==> src/sv/mfd_pkg.sv <==
`timescale 1ns / 1ps

package mfd_pkg;

    // Queue geometry.
    localparam int DEPTH         = 128;
    localparam int PAYLOAD_WIDTH = 32;

    // Count of held entries (0..DEPTH) and slot index widths.
    localparam int CNT_W = $clog2(DEPTH + 1);
    localparam int IDX_W = $clog2(DEPTH);

    // Width used when the fill count is compared against the 8-bit limit register.
    localparam int CMP_W = (CNT_W > 8) ? CNT_W : 8;

    // Cells are grouped for the two-level search for the droppable entry.
    localparam int GRP  = 8;
    localparam int NGRP = (DEPTH + GRP - 1) / GRP;

    localparam logic [7:0] LIMIT_RESET = 8'd100;

    // Operation codes.
    localparam logic [1:0] OP_POST  = 2'd0;
    localparam logic [1:0] OP_TAKE  = 2'd1;
    localparam logic [1:0] OP_CLEAR = 2'd2;
    localparam logic [1:0] OP_NOP   = 2'd3;

    // Post status codes.
    localparam logic [1:0] ST_ACCEPTED    = 2'd0;
    localparam logic [1:0] ST_DROP_CLASS  = 2'd1;
    localparam logic [1:0] ST_DROP_OLDEST = 2'd2;
    localparam logic [1:0] ST_REFUSED     = 2'd3;

    // Configuration register indexes.
    localparam logic [1:0] CFG_ENABLED   = 2'd0;
    localparam logic [1:0] CFG_DROP_TYPE = 2'd1;
    localparam logic [1:0] CFG_LIMIT     = 2'd2;

    typedef logic [PAYLOAD_WIDTH-1:0] slot_payload_t;

    // Controls broadcast to every cell.
    typedef struct packed {
        logic       match_en;
        logic [7:0] drop_type;
    } mfd_cell_ctl_t;

    // Fit the 32-bit port payload into a slot.
    function automatic slot_payload_t to_slot(input logic [31:0] p);
        logic [PAYLOAD_WIDTH+31:0] tmp;
        tmp = {{PAYLOAD_WIDTH{1'b0}}, p};
        return tmp[PAYLOAD_WIDTH-1:0];
    endfunction

    // Fit a slot payload back onto the 32-bit port.
    function automatic logic [31:0] from_slot(input slot_payload_t s);
        logic [PAYLOAD_WIDTH+31:0] tmp;
        tmp = {32'b0, s};
        return tmp[31:0];
    endfunction

endpackage

==> src/sv/mfd_cell.sv <==
`timescale 1ns / 1ps

// One queue slot. It loads a new message, takes its neighbor's message when
// the queue closes up behind a removal, and registers whether it holds the
// droppable type.
module mfd_cell (
    input  logic                   clk,
    input  logic                   rst_n,
    input  mfd_pkg::mfd_cell_ctl_t ctl,
    input  logic                   occupied,
    input  logic                   wr_en,
    input  logic                   shift_en,
    input  logic [7:0]             in_type,
    input  mfd_pkg::slot_payload_t in_payload,
    input  logic [7:0]             nb_type,
    input  mfd_pkg::slot_payload_t nb_payload,
    output logic [7:0]             slot_type,
    output mfd_pkg::slot_payload_t slot_payload,
    output logic                   match
);
    import mfd_pkg::*;

    logic [7:0]    type_reg;
    slot_payload_t payload_reg;
    logic          match_reg;

    always_ff @(posedge clk)
    begin
        if (wr_en)
        begin
            type_reg    <= in_type;
            payload_reg <= in_payload;
        end
        else if (shift_en)
        begin
            type_reg    <= nb_type;
            payload_reg <= nb_payload;
        end
    end

    always_ff @(posedge clk or negedge rst_n)
    begin
        if (!rst_n)
        begin
            match_reg <= 1'b0;
        end
        else if (ctl.match_en)
        begin
            match_reg <= occupied && (type_reg == ctl.drop_type);
        end
    end

    assign slot_type    = type_reg;
    assign slot_payload = payload_reg;
    assign match        = match_reg;

endmodule

==> config.mk <==
export PLATFORM = sky130hd
export DESIGN_NAME = mfd_cell
export DESIGN_NICKNAME = d
export VERILOG_FILES = /design/src/sv/mfd_pkg.sv /design/src/sv/mfd_cell.sv
export SDC_FILE = /design/constraint.sdc
export NUM_CORES = 1
export LEC_CHECK = 0
export BUFFER_PORTS_ARGS = -buffer_cell sky130_fd_sc_hd__buf_2
export CAP_MARGIN = 20
export CORE_AREA = 2 2 77 71
export CTS_BUF_LIST = sky130_fd_sc_hd__clkbuf_16
export DETAILED_ROUTE_END_ITERATION = 6
export DIE_AREA = 0 0 79 73
export PLACE_DENSITY = 0.78
export SLEW_MARGIN = 20
export SYNTH_ARGS = -nofsm -noshare
export SYNTH_HDL_FRONTEND = slang
export SYNTH_SLANG_ARGS = --single-unit
==> constraint.sdc <==
create_clock -name clk -period 1.15 [get_ports clk]
set_input_delay 0.1725 -clock clk [delete_from_list [all_inputs] [get_ports clk]]
set_output_delay 0.1725 -clock clk [all_outputs]
set_load 0.1 [all_outputs]
==> summary.md <==
| Metric | Value |
|---|---|
| Status | `finished, violations left` |
| Share of the synthesized area in the top cell type | `59.5%` |
| FF-to-FF path depth | `3` |
| Skew-Pair Late Insertion Delay | `270 ps` |
| Setup Viol. Count Final | `6` |
| Max Cap Viol | `0` |
| Root Driver | `clkbuf_16` |
| Crit-path leading delay family | `flip-flops` |
| Via density | `4.58` |
| Relative slew slack | `62.8%` |
| Gpl congestion | `0.748` |
| Filler cell count | `345` |
| Total CTS buffers | `5` |
| Maximum vdd ir drop | `0.704 mV` |
| Int Pwr | `0.00356 W` |
| Least-Margin Pin Slew | `558 ps` |
| Net Sw Frac | `36.7%` |
| Post-route DRC violation count | `0` |
| Clock power share | `22.9%` |
| Gr ovfl total | `0` |
| Post-route ant nets | `0` |
| I/O pin total | `135` |
| Rows | `25` |
| Crit path from | `slot_type[3]` |
| YS warnings | `0` |
| CTS tree | `yes` |
| Flop pwr share | `35.3%` |
| Buffers on Ports | `134` |
| Core ar. | `0.00507 mm²` |
| Hold path start | `ctl[8]` |
| Crit path DAT | `1400 ps` |
| CP max stage delay | `450 ps` |
| GRT Util Overall | `17.4%` |
| Die H | `73 µm` |
| Starting DRT DRC Count | `80` |
| CP Launch Type | `flop` |
| Psw | `0.00206 W` |
| Post-layout min period | `1240 ps` |
| Final Slew Violations | `0` |
| Failing checks | `negative setup slack` |
| Worst R2R Start | `slot_type[3]` |
| H-Tree Depth | `2` |
| Drt total wl | `5170 µm` |
| Lkg Pwr | `1.65 nW` |
| Ant diodes | `0` |
| CP max stage cell | `edfxtp_1` |
| Max frequency | `0.808 GHz` |
| Cells on Worst Hold Path | `2` |
| Syn Nets | `194` |
| First-pass iteration count of the detailed router | `4` |
| Initial antenna violation count | `0` |
| Worst Setup Slack, final | `-87.3 ps` |
| Post-synthesis cell count | `100` |
| CP bufs+invs | `0` |
| Endpoints failing hold | `0` |
| Cell taking the most area after synthesis | `edfxtp_1` |
| Setup crit end kind | `flop` |
| Post-route cell area | `0.00354 mm²` |
| Crit path max fanout | `2` |
| Most common library cell in the layout ignoring fill and taps | `buf_2` |
| Clk sinks | `41` |
| Fin nets | `338` |
| Max Clock Skew | `3.18 ps` |
| Total power | `0.00562 W` |
| Critical path class | `flop to flop` |
| Worst R2R End | `match` |
| Max reg flops | `32` |
| Reg2Reg Setup Slack | `-90 ps` |
| Most frequent cells in the layout | `buf_2, buf_12, edfxtp_1` |
| Distinct cells, synth | `12` |
| Hold path endpoint | `match` |
| First-pass GRT wire length | `7520 µm` |
| Area delta synth->final | `75.3%` |
| Vias in the first global route | `1505` |
| Hold Crit Class | `primary input to flop` |
| Die area | `0.00577 mm²` |
| Clock slew at reported path FFs | `50 ps` |
| Combinational share of power | `41.9%` |
| Deepest clock path buffer count | `2` |
| Share of cells above drive strength 1 | `77.1%` |
| Post-DP Area | `0.00336 mm²` |
| Post-DP HPWL | `4010 µm` |
| FF/Latch Area | `0.00123 mm²` |
| Cells along the critical path | `xnor2_1 -> nand4_1 -> o32ai_2` |
| PD cells | `1590 mW/mm²` |
| Largest net degree at the start of global routing | `41` |
| Top cells by area, synth | `edfxtp_1, mux2_4, buf_12, xnor2_1, dfrtp_1` |
| Multi-input logic area | `708 µm²` |
| Unrepaired setup endpoints after global routing | `true` |
| Syn_area_per_cell | `20.2 µm²` |
| Tcrit/Tclk final | `108%` |
| DR vias | `1429` |
| Sequential area share after synthesis | `60.7%` |
| Initial Util | `39.9%` |
| WP data required | `1310 ps` |
| Synthesized flop and latch total | `41` |
| Post-synthesis cell area | `0.00202 mm²` |
| Routed length per instance | `16.6 µm` |
| Min Hold Slack | `167 ps` |
| Die width | `79 µm` |
[cells by family (layout without fill, tap and decap cells)]
group | count (synthesis) | count (layout) | synth area share [%]
flops | 41 | 41 | 60.7
mux | 40 | 40 | 29.6
xor+xnor | 8 | 8 | 3.47
buf+inv | 6 | 151 | 4.71
simple gates | 4 | 4 | 1.12
compound gates | 1 | 1 | 0.434
[layout make-up]
| cell class | instances | area share, % |
|---|---|---|
| timing repair buffer | 142 | 39.0 |
| sequential | 41 | 34.6 |
| multi-input combinational | 53 | 20.0 |
| clock buffer | 5 | 3.53 |
| tap | 67 | 2.37 |
| clock inverter | 3 | 0.353 |
| inverter | 1 | 0.106 |
[synthesized netlist by cell type (all sizes together)]
cell type and n:
buf 5, dfrtp 1, edfxtp 40, inv 1
mux2 40, nand3 2, nand4 1, o32ai 1
or2 1, xnor2 8
[how the worst max path moves through the flow]
stage / end / slack [ps] / cells after the start
after floorplan: match / -400 / 3
after global placement: slot_payload[20] / -20 / 3
after detailed placement: match / -60 / 3
after CTS: slot_type[7] / -40 / 2
after global routing: match / -170 / 3
final: match / -90 / 3
[layer usage]
metal  share of wire [%]  global-route usage, %  vias up
li1                    -                      -      671
met1                  35                   17.7      666
met2                  54                   33.8       86
met3                  10                   5.20        6
met4                 1.6                   6.13        0
met5                   0                      0        -
[power groups by stage]
stage          Clock (W)  Combinational, W  Sequential [W]
4_1_cts          0.00131           0.00234         0.00199
3_5_place_dp           0           0.00233         0.00201
2_1_floorplan          0          0.000312         0.00308
6_report         0.00128           0.00235         0.00198
3_3_place_gp           0           0.00230         0.00200
5_1_grt          0.00136           0.00241         0.00199
[worst register-to-register path, cell delays in order, from the launching register on]
cell and delay (ps):
edfxtp_1 450, xnor2_1 190, nand4_1 170, o32ai_2 320
[what timing repair did]
item,CTS,global route
pin swaps,0,2
gates resized for setup,4,2
hold buffers,1,0
hold endpoints to repair,1,0
setup buffers,0,2
setup endpoints to repair,5,4
[per-stage QoR]
step	std cells	setup WS (ps)	setup TNS, ps	util, %
floorplan	100	-399	-399	-
global placement	302	-20.1	-700	66.3
detailed placement	302	-60.7	-1960	66.3
CTS	310	-39.2	-103	69.4
global route	312	-171	-415	69.9
finish	312	-87.3	-228	69.9
Note: power is estimated with default switching activity, not from simulation.
