[src/sv/mfd_pkg.sv]
`timescale 1ns / 1ps

package mfd_pkg;

    // Queue geometry.
    localparam int DEPTH         = 128;
    localparam int PAYLOAD_WIDTH = 32;

    // Count of held entries (0..DEPTH) and slot index widths.
    localparam int CNT_W = $clog2(DEPTH + 1);
    localparam int IDX_W = $clog2(DEPTH);

    // Width used when the fill count is compared against the 8-bit limit register.
    localparam int CMP_W = (CNT_W > 8) ? CNT_W : 8;

    // Cells are grouped for the two-level search for the droppable entry.
    localparam int GRP  = 8;
    localparam int NGRP = (DEPTH + GRP - 1) / GRP;

    localparam logic [7:0] LIMIT_RESET = 8'd100;

    // Operation codes.
    localparam logic [1:0] OP_POST  = 2'd0;
    localparam logic [1:0] OP_TAKE  = 2'd1;
    localparam logic [1:0] OP_CLEAR = 2'd2;
    localparam logic [1:0] OP_NOP   = 2'd3;

    // Post status codes.
    localparam logic [1:0] ST_ACCEPTED    = 2'd0;
    localparam logic [1:0] ST_DROP_CLASS  = 2'd1;
    localparam logic [1:0] ST_DROP_OLDEST = 2'd2;
    localparam logic [1:0] ST_REFUSED     = 2'd3;

    // Configuration register indexes.
    localparam logic [1:0] CFG_ENABLED   = 2'd0;
    localparam logic [1:0] CFG_DROP_TYPE = 2'd1;
    localparam logic [1:0] CFG_LIMIT     = 2'd2;

    typedef logic [PAYLOAD_WIDTH-1:0] slot_payload_t;

    // Controls broadcast to every cell.
    typedef struct packed {
        logic       match_en;
        logic [7:0] drop_type;
    } mfd_cell_ctl_t;

    // Fit the 32-bit port payload into a slot.
    function automatic slot_payload_t to_slot(input logic [31:0] p);
        logic [PAYLOAD_WIDTH+31:0] tmp;
        tmp = {{PAYLOAD_WIDTH{1'b0}}, p};
        return tmp[PAYLOAD_WIDTH-1:0];
    endfunction

    // Fit a slot payload back onto the 32-bit port.
    function automatic logic [31:0] from_slot(input slot_payload_t s);
        logic [PAYLOAD_WIDTH+31:0] tmp;
        tmp = {32'b0, s};
        return tmp[31:0];
    endfunction

endpackage

[src/sv/mfd_scan.sv]
`timescale 1ns / 1ps

// Finds the oldest matching cell in two levels: group flags are registered
// first, then each cell learns whether a match lies at or before it.
module mfd_scan (
    input  logic                      clk,
    input  logic                      rst_n,
    input  logic                      grp_en,
    input  logic [mfd_pkg::DEPTH-1:0] match,
    output logic [mfd_pkg::DEPTH-1:0] shift_en,
    output logic                      found
);
    import mfd_pkg::*;

    logic [NGRP*GRP-1:0] match_pad;
    logic [NGRP-1:0]     grp_any_reg;
    logic [NGRP-1:0]     grp_any_next;
    logic [NGRP-1:0]     grp_before;
    logic [NGRP*GRP-1:0] upto;

    always_comb
    begin
        match_pad              = '0;
        match_pad[DEPTH-1:0]   = match;
    end

    always_comb
    begin
        for (int g = 0; g < NGRP; g++)
        begin
            grp_any_next[g] = |match_pad[g*GRP +: GRP];
        end
    end

    always_ff @(posedge clk or negedge rst_n)
    begin
        if (!rst_n)
        begin
            grp_any_reg <= '0;
        end
        else if (grp_en)
        begin
            grp_any_reg <= grp_any_next;
        end
    end

    always_comb
    begin
        grp_before[0] = 1'b0;
        for (int g = 1; g < NGRP; g++)
        begin
            grp_before[g] = grp_before[g-1] | grp_any_reg[g-1];
        end
    end

    // A cell closes up when a match sits at its own place or anywhere before.
    always_comb
    begin
        for (int g = 0; g < NGRP; g++)
        begin
            upto[g*GRP] = grp_before[g] | match_pad[g*GRP];
            for (int j = 1; j < GRP; j++)
            begin
                upto[g*GRP+j] = upto[g*GRP+j-1] | match_pad[g*GRP+j];
            end
        end
    end

    assign found    = |grp_any_reg;
    assign shift_en = found ? upto[DEPTH-1:0] : {DEPTH{1'b1}};

endmodule
[config.mk]
export PLATFORM = sky130hd
export DESIGN_NAME = mfd_scan
export DESIGN_NICKNAME = d
export VERILOG_FILES = /design/src/sv/mfd_pkg.sv /design/src/sv/mfd_scan.sv
export SDC_FILE = /design/constraint.sdc
export NUM_CORES = 1
export LEC_CHECK = 0
export ABC_CLOCK_PERIOD_IN_PS = 2660
export BUFFER_PORTS_ARGS = -buffer_cell sky130_fd_sc_hd__buf_2
export CELL_PAD_IN_SITES_DETAIL_PLACEMENT = 1
export CELL_PAD_IN_SITES_GLOBAL_PLACEMENT = 1
export CORE_MARGIN = 2
export CORE_UTILIZATION = 21
export DETAILED_ROUTE_END_ITERATION = 10
export PLACE_DENSITY_LB_ADDON = 0.15
export SLEW_MARGIN = 20
export SYNTH_ARGS = -nofsm -noshare
export SYNTH_HDL_FRONTEND = slang
export SYNTH_SLANG_ARGS = --single-unit
[constraint.sdc]
create_clock -name clk -period 2.66 [get_ports clk]
set_input_delay 0.399 -clock clk [delete_from_list [all_inputs] [get_ports clk]]
set_output_delay 0.399 -clock clk [all_outputs]
set_load 0.005 [all_outputs]
==> out/metrics.cfg, run 1 <==
[synthesis]
yosysWarningCount=0
ys_async_sr_fraction_pct=100
syn_area_per_cell_um2=6.55
syn-num-nets=488
synth_cell_types=37
synth_top_area_cell=dfrtp_1
yosysSeqAreaShare_pct=17.1
synth_edf_count=0
yosys-top-cells-area=dfrtp_1 (17%), nor2_1 (9.6%), nand3_1 (8.1%)
yosys_most_used_dff=dfrtp_1
ys_seq_elements=16
synth_top_area_share_pct=17.1
synth_area_um2=2340
synth_cells=357

[setup_path]
cp-start-kind=register
path_cells=or4_4 > nor3_4 > or4b_1 > buf_2
critPathBufInv=1
endpoint_kind=output port
cp_slowest_cell=or4_4
critPathTopFamily=simple AND/OR/NAND/NOR gates
crit_fanout=5
critPathKind=register to output port
cpPeakStageDelay_ns=0.61
crit_arrival_ns=2.17
required_ns=2.26

[placed_design]
gp_congestion=0.811
dpl-instance-area_um2=3830
port_buffers=259
place_ws_ns=0.285
dp_hpwl_um=9850

[finish]
area_growth_pct=66.8
largest_reg_flops=16
fillers=1473
finish.utilization_pct=36.0
drive_above_1_share_pct=47.6
finish.net_count=744
final_common_cell=buf_2
design_area_um2=3900
antenna_cells=0
final_cell_mix=buf_2 (259), nor2_1 (60), nand3_1 (37), nor3_1 (32), nand2_1 (23)

[floorplan]
placement_rows=38
start_util_pct=21.6
die_area_um2=12000
core_um2=10800
ios=260
die_h_um=110
die-width_um=110

[global_routing]
grt_max_degree=52
grt_overflow=0
grt_pass1_vias=3681
grt.total_usage_pct=18.3
met2_usage_pct=35.9
grt_first_pass_wirelength_um=17800
antenna_found_initial=0
use_met3_pct=3.85
grt_busiest_layer=met2
use_met1_pct=20.0

[status]
outcome=finished clean

[detailed_routing]
drt_first_pass_iters=4
viasPerCell=5.12
drc_errors=0
drt_wl_total_um=11600
vias=3848
wl_per_cell_um=15.5
ant_nets=0
first_iter_violations=107

[power_and_ir_drop]
peakVddDrop_mv=0.162
powerDensity_nw_per_um2=159
cellLeakagePower_nw=1.34

[clocking]
clk_pin_slew_worst_paths_ns=0.08
insertion_delay_ns=0.25
clkSinkCount=16
numCtsBuffers=3
cts_hold_buffers=0
cts_tree=built
cts-root-buf=clkbuf_8
clockBufferDepth=2
htree_num_levels=1

[sta]
fin_crit_sh_pct=96.6
fin_crit_ns=2.57
slew_violations=0
worst_pin_slew_ns=0.660
finalHoldViolations=0
slew_headroom_pct=55.6
fmax_mhz=389
finalSetupViolations=0
whs_ns=0.0761
finalClockSkew_ns=0
fin_ws_ns=0.0908

[min_path]
hp-class=primary input to asynchronous set/reset pin

[run]
drv_cap=0

-- layout make-up --
class                           count  area [um2]  area share [%]
Timing Repair Buffer              274        1430            36.6
Multi-Input combinational cell    313        1840            47.1
Clock buffer                        3        41.3            1.06
Tap cell                          140         175            4.49
Inverter                            5        18.8           0.481
Sequential cell                    16         400            10.3
-- layer usage --
metal | wire length, um | vias to the layer above
li1 | - | 1885
met1 | 4350 | 1794
met2 | 6170 | 159
met3 | 989 | 10
met4 | 140 | 0
met5 | 0 | -
-- timing repair --
action | 4_1_cts | 5_1_grt
gates resized for setup | 1 | 5
setup endpoints to repair | 1 | 42
setup buffers | 0 | 0
-- per-stage QoR --
stage,TNS (ns),power [mW],cells
5_1_grt,-0.0000850,0.659,751
3_3_place_gp,0,0.427,748
4_1_cts,0,0.633,751
6_report,0,0.620,751
3_5_place_dp,0,0.433,748
2_1_floorplan,0,0.296,357
-- cells in the mapped netlist (all sizes together) (10+ instances only) --
cell	n
nor2	60
nand3	38
nand4	12
dfrtp	16
clkbuf	17
o21ai	16
nand3b	21
or4	19
nand2	23
or3	14
nor3	34
nand4b	10
nor4	24
-- kinds of logic after synthesis --
group / share of synthesized area, %
AO/OA/AOI/OAI: 12.8
buffers and inverters: 5.51
AND/OR/NAND/NOR: 64.5
flip-flops: 17.1
-- final timing paths --
check | to | startpoint | slack, ns | depth (start not counted)
setup / recovery | shift_en[110] | grp_any_reg[11] | 0.09 | 4
hold / removal | grp_any_reg[5] | rst_n | 0.08 | 1
setup reg to reg | grp_any_reg[5] | grp_any_reg[5] | 1.79 | 3
hold reg to reg | grp_any_reg[7] | grp_any_reg[7] | 0.60 | 2
max in group asynchronous | grp_any_reg[9] | rst_n | 2.27 | 1
min in group clk | grp_any_reg[13] | match[104] | 0.41 | 3
-- power breakdown --
part | switching [mW] | internal (mW) | total, mW
clock | 0.0918 | 0.101 | 0.192
combinational | 0.0886 | 0.0931 | 0.182
sequential | 0.00145 | 0.244 | 0.246
No activity file was read; power rests on OpenSTA's default activity.
==> run 2, diff against run 1 <==
- PLACE_DENSITY: default -> 0.8
- PLACE_DENSITY_LB_ADDON: 0.15 -> default
==> out/metrics.cfg, run 2 (same netlist as run 1, synthesis figures left out) <==
[sta]
worst_pin_slew_ns=0.631  ; -0.0285 ns
fmax_mhz=389  ; about the same
grt_setup_unrepaired=false
fin_crit_ns=2.57  ; -0.000869 ns
slew_violations=0  ; unchanged
slew_headroom_pct=57.8  ; +2.2 points
finalHoldViolations=0  ; unchanged
finalSetupViolations=0  ; unchanged
tns_ns=0  ; unchanged
whs_ns=0.0782  ; +0.00210 ns
finalClockSkew_ns=0  ; unchanged
fin_crit_sh_pct=96.6  ; about the same

[detailed_routing]
ant_nets=0  ; unchanged
vias=3888  ; +1.0%
drt_wl_total_um=12700  ; +9.5%
wl_per_cell_um=16.9  ; +8.8%
drt_first_pass_iters=4  ; unchanged
viasPerCell=5.14  ; +0.37%
first_iter_violations=141  ; +32%
drc_errors=0  ; unchanged

[setup_path]
reg2reg_setup_slack_ns=1.78  ; about the same
endpoint_kind=output port
cp_slowest_cell=or4_4
crit_fanout=16  ; +11
cpPeakStageDelay_ns=0.58  ; -0.03 ns
path_cells=or4_4 > nor4_4 > buf_4 > nand4_1 > buf_2
crit_arrival_ns=2.17  ; about the same
required_ns=2.26  ; about the same
cp-start-kind=register
critPathKind=register to output port

[power_and_ir_drop]
seqPwrFrac_pct=39.7  ; about the same
p_sw_mw=0.180  ; -0.87%
swShare_pct=29.2  ; -0.20 points
cellLeakagePower_nw=1.35  ; +0.85%
comb_power_share_pct=30.4  ; +1.1 points
power_frac_clock_pct=29.9  ; -1.1 points
p_int_mw=0.438  ; about the same
powerDensity_nw_per_um2=158  ; -0.49%
peakVddDrop_mv=0.150  ; -7.4%

[finish]
largest_reg_flops=16  ; unchanged
regArea_um2=400  ; unchanged
finish.net_count=749  ; +0.67%
drive_above_1_share_pct=48.1  ; +0.43 points
antenna_cells=0  ; unchanged
final_cell_mix=buf_2 (259), nor2_1 (60), nand3_1 (37), nor3_1 (31), nand2_1 (23)
final_common_cell=buf_2
multi_input_area_um2=1830  ; -0.34%
area_growth_pct=67.3
fillers=1473  ; unchanged

[clocking]
clockBufferDepth=2  ; unchanged
clkSinkCount=16  ; unchanged
clk_pin_slew_worst_paths_ns=0.07  ; about the same
post-cts-setup-buffers=0  ; unchanged
htree_num_levels=1  ; unchanged
insertion_delay_ns=0.25  ; about the same
cts-root-buf=clkbuf_8
cts_tree=built
cts_hold_buffers=0  ; unchanged
numCtsBuffers=3  ; unchanged

[floorplan]
core_um2=10800  ; unchanged
die_area_um2=12000  ; unchanged
ios=260  ; unchanged
placement_rows=38  ; unchanged
die-width_um=110  ; unchanged
die_h_um=110  ; unchanged
start_util_pct=21.6  ; unchanged

[global_routing]
grt_pass1_vias=3845  ; +4.5%
grt.total_usage_pct=19.7  ; +1.4 points
grt_first_pass_wirelength_um=18800  ; +5.7%
antenna_found_initial=0  ; unchanged
grt_max_degree=52  ; unchanged
grt_overflow=0  ; unchanged

[placed_design]
port_buffers=259  ; unchanged
gp_congestion=0.793  ; -2.1%
dp_hpwl_um=10800  ; +9.6%

[run]
drv_cap=0  ; unchanged

[min_path]
hp-class=primary input to asynchronous set/reset pin

[status]
outcome=finished clean

-- run 2: cell count changes in the layout (fill, tap and decap cells not counted), sizes merged --
cell,before,now
buf,274,279
-- run 2: timing repair --
item,CTS,global route
endpoints found under the hold margin,0,0
resized for setup,1,2
gates cloned,0,0
setup endpoints to repair,3,9
-- run 2: path summary, 6_finish.rpt --
path / depth (start not counted) / startpoint / endpoint
min in group clk: 3 / match[80] / grp_any_reg[10]
worst min-delay path: 1 / rst_n / grp_any_reg[12]
worst min register to register: 2 / grp_any_reg[2] / grp_any_reg[2]
max in group asynchronous: 1 / rst_n / grp_any_reg[2]
worst max-delay path: 5 / grp_any_reg[10] / shift_en[124]
worst max register to register: 3 / grp_any_reg[9] / grp_any_reg[9]
-- run 2: area by class of cell --
cell class,instances,area share [%]
Inverter,5,0.479
Clock buffer,3,1.05
Sequential cell,16,10.2
Tap cell,140,4.47
Timing Repair Buffer,279,36.9
Multi-Input combinational cell,313,46.8
-- run 2: per-layer routing --
metal  wire length [um]  GRT usage (%)  up-vias
li1                   -              -     1896
met2               7030           40.7      156
met3                993           4.27        4
met5                  0              0        -
met1               4680           20.6     1832
met4                 42           1.90        0
-- run 2: worst max-delay path: cells and delay by family, from the launching register on --
| kind | cells | cell delay (ns) |
|---|---|---|
| buffers and inverters | 2 | 0.43 |
| AND/OR/NAND/NOR | 3 | 1.03 |
| flip-flops | 1 | 0.45 |
-- run 2: power groups by stage --
stage | registers, mW | clock network [mW] | logic, mW
4_1_cts | 0.245 | 0.198 | 0.188
6_report | 0.245 | 0.185 | 0.188
5_1_grt | 0.245 | 0.206 | 0.207
3_5_place_dp | 0.250 | 0 | 0.188
2_1_floorplan | 0.250 | 0 | 0.0461
3_3_place_gp | 0.250 | 0 | 0.178
-- run 2: through the flow --
step | setup WS, ns | instances | util (%) | cell area (um2) | total power [mW]
final | 0.0917 | 756 | 36.1 | 3920 | 0.618
after global routing | 0.0253 | 756 | 36.1 | 3920 | 0.659
after CTS | 0.00414 | 756 | 36.0 | 3910 | 0.632
after detailed placement | 0.269 | 753 | 35.6 | 3860 | 0.438
after global placement | 0.320 | 753 | 35.6 | 3860 | 0.428
after floorplan | 0.499 | 357 | - | 2340 | 0.296
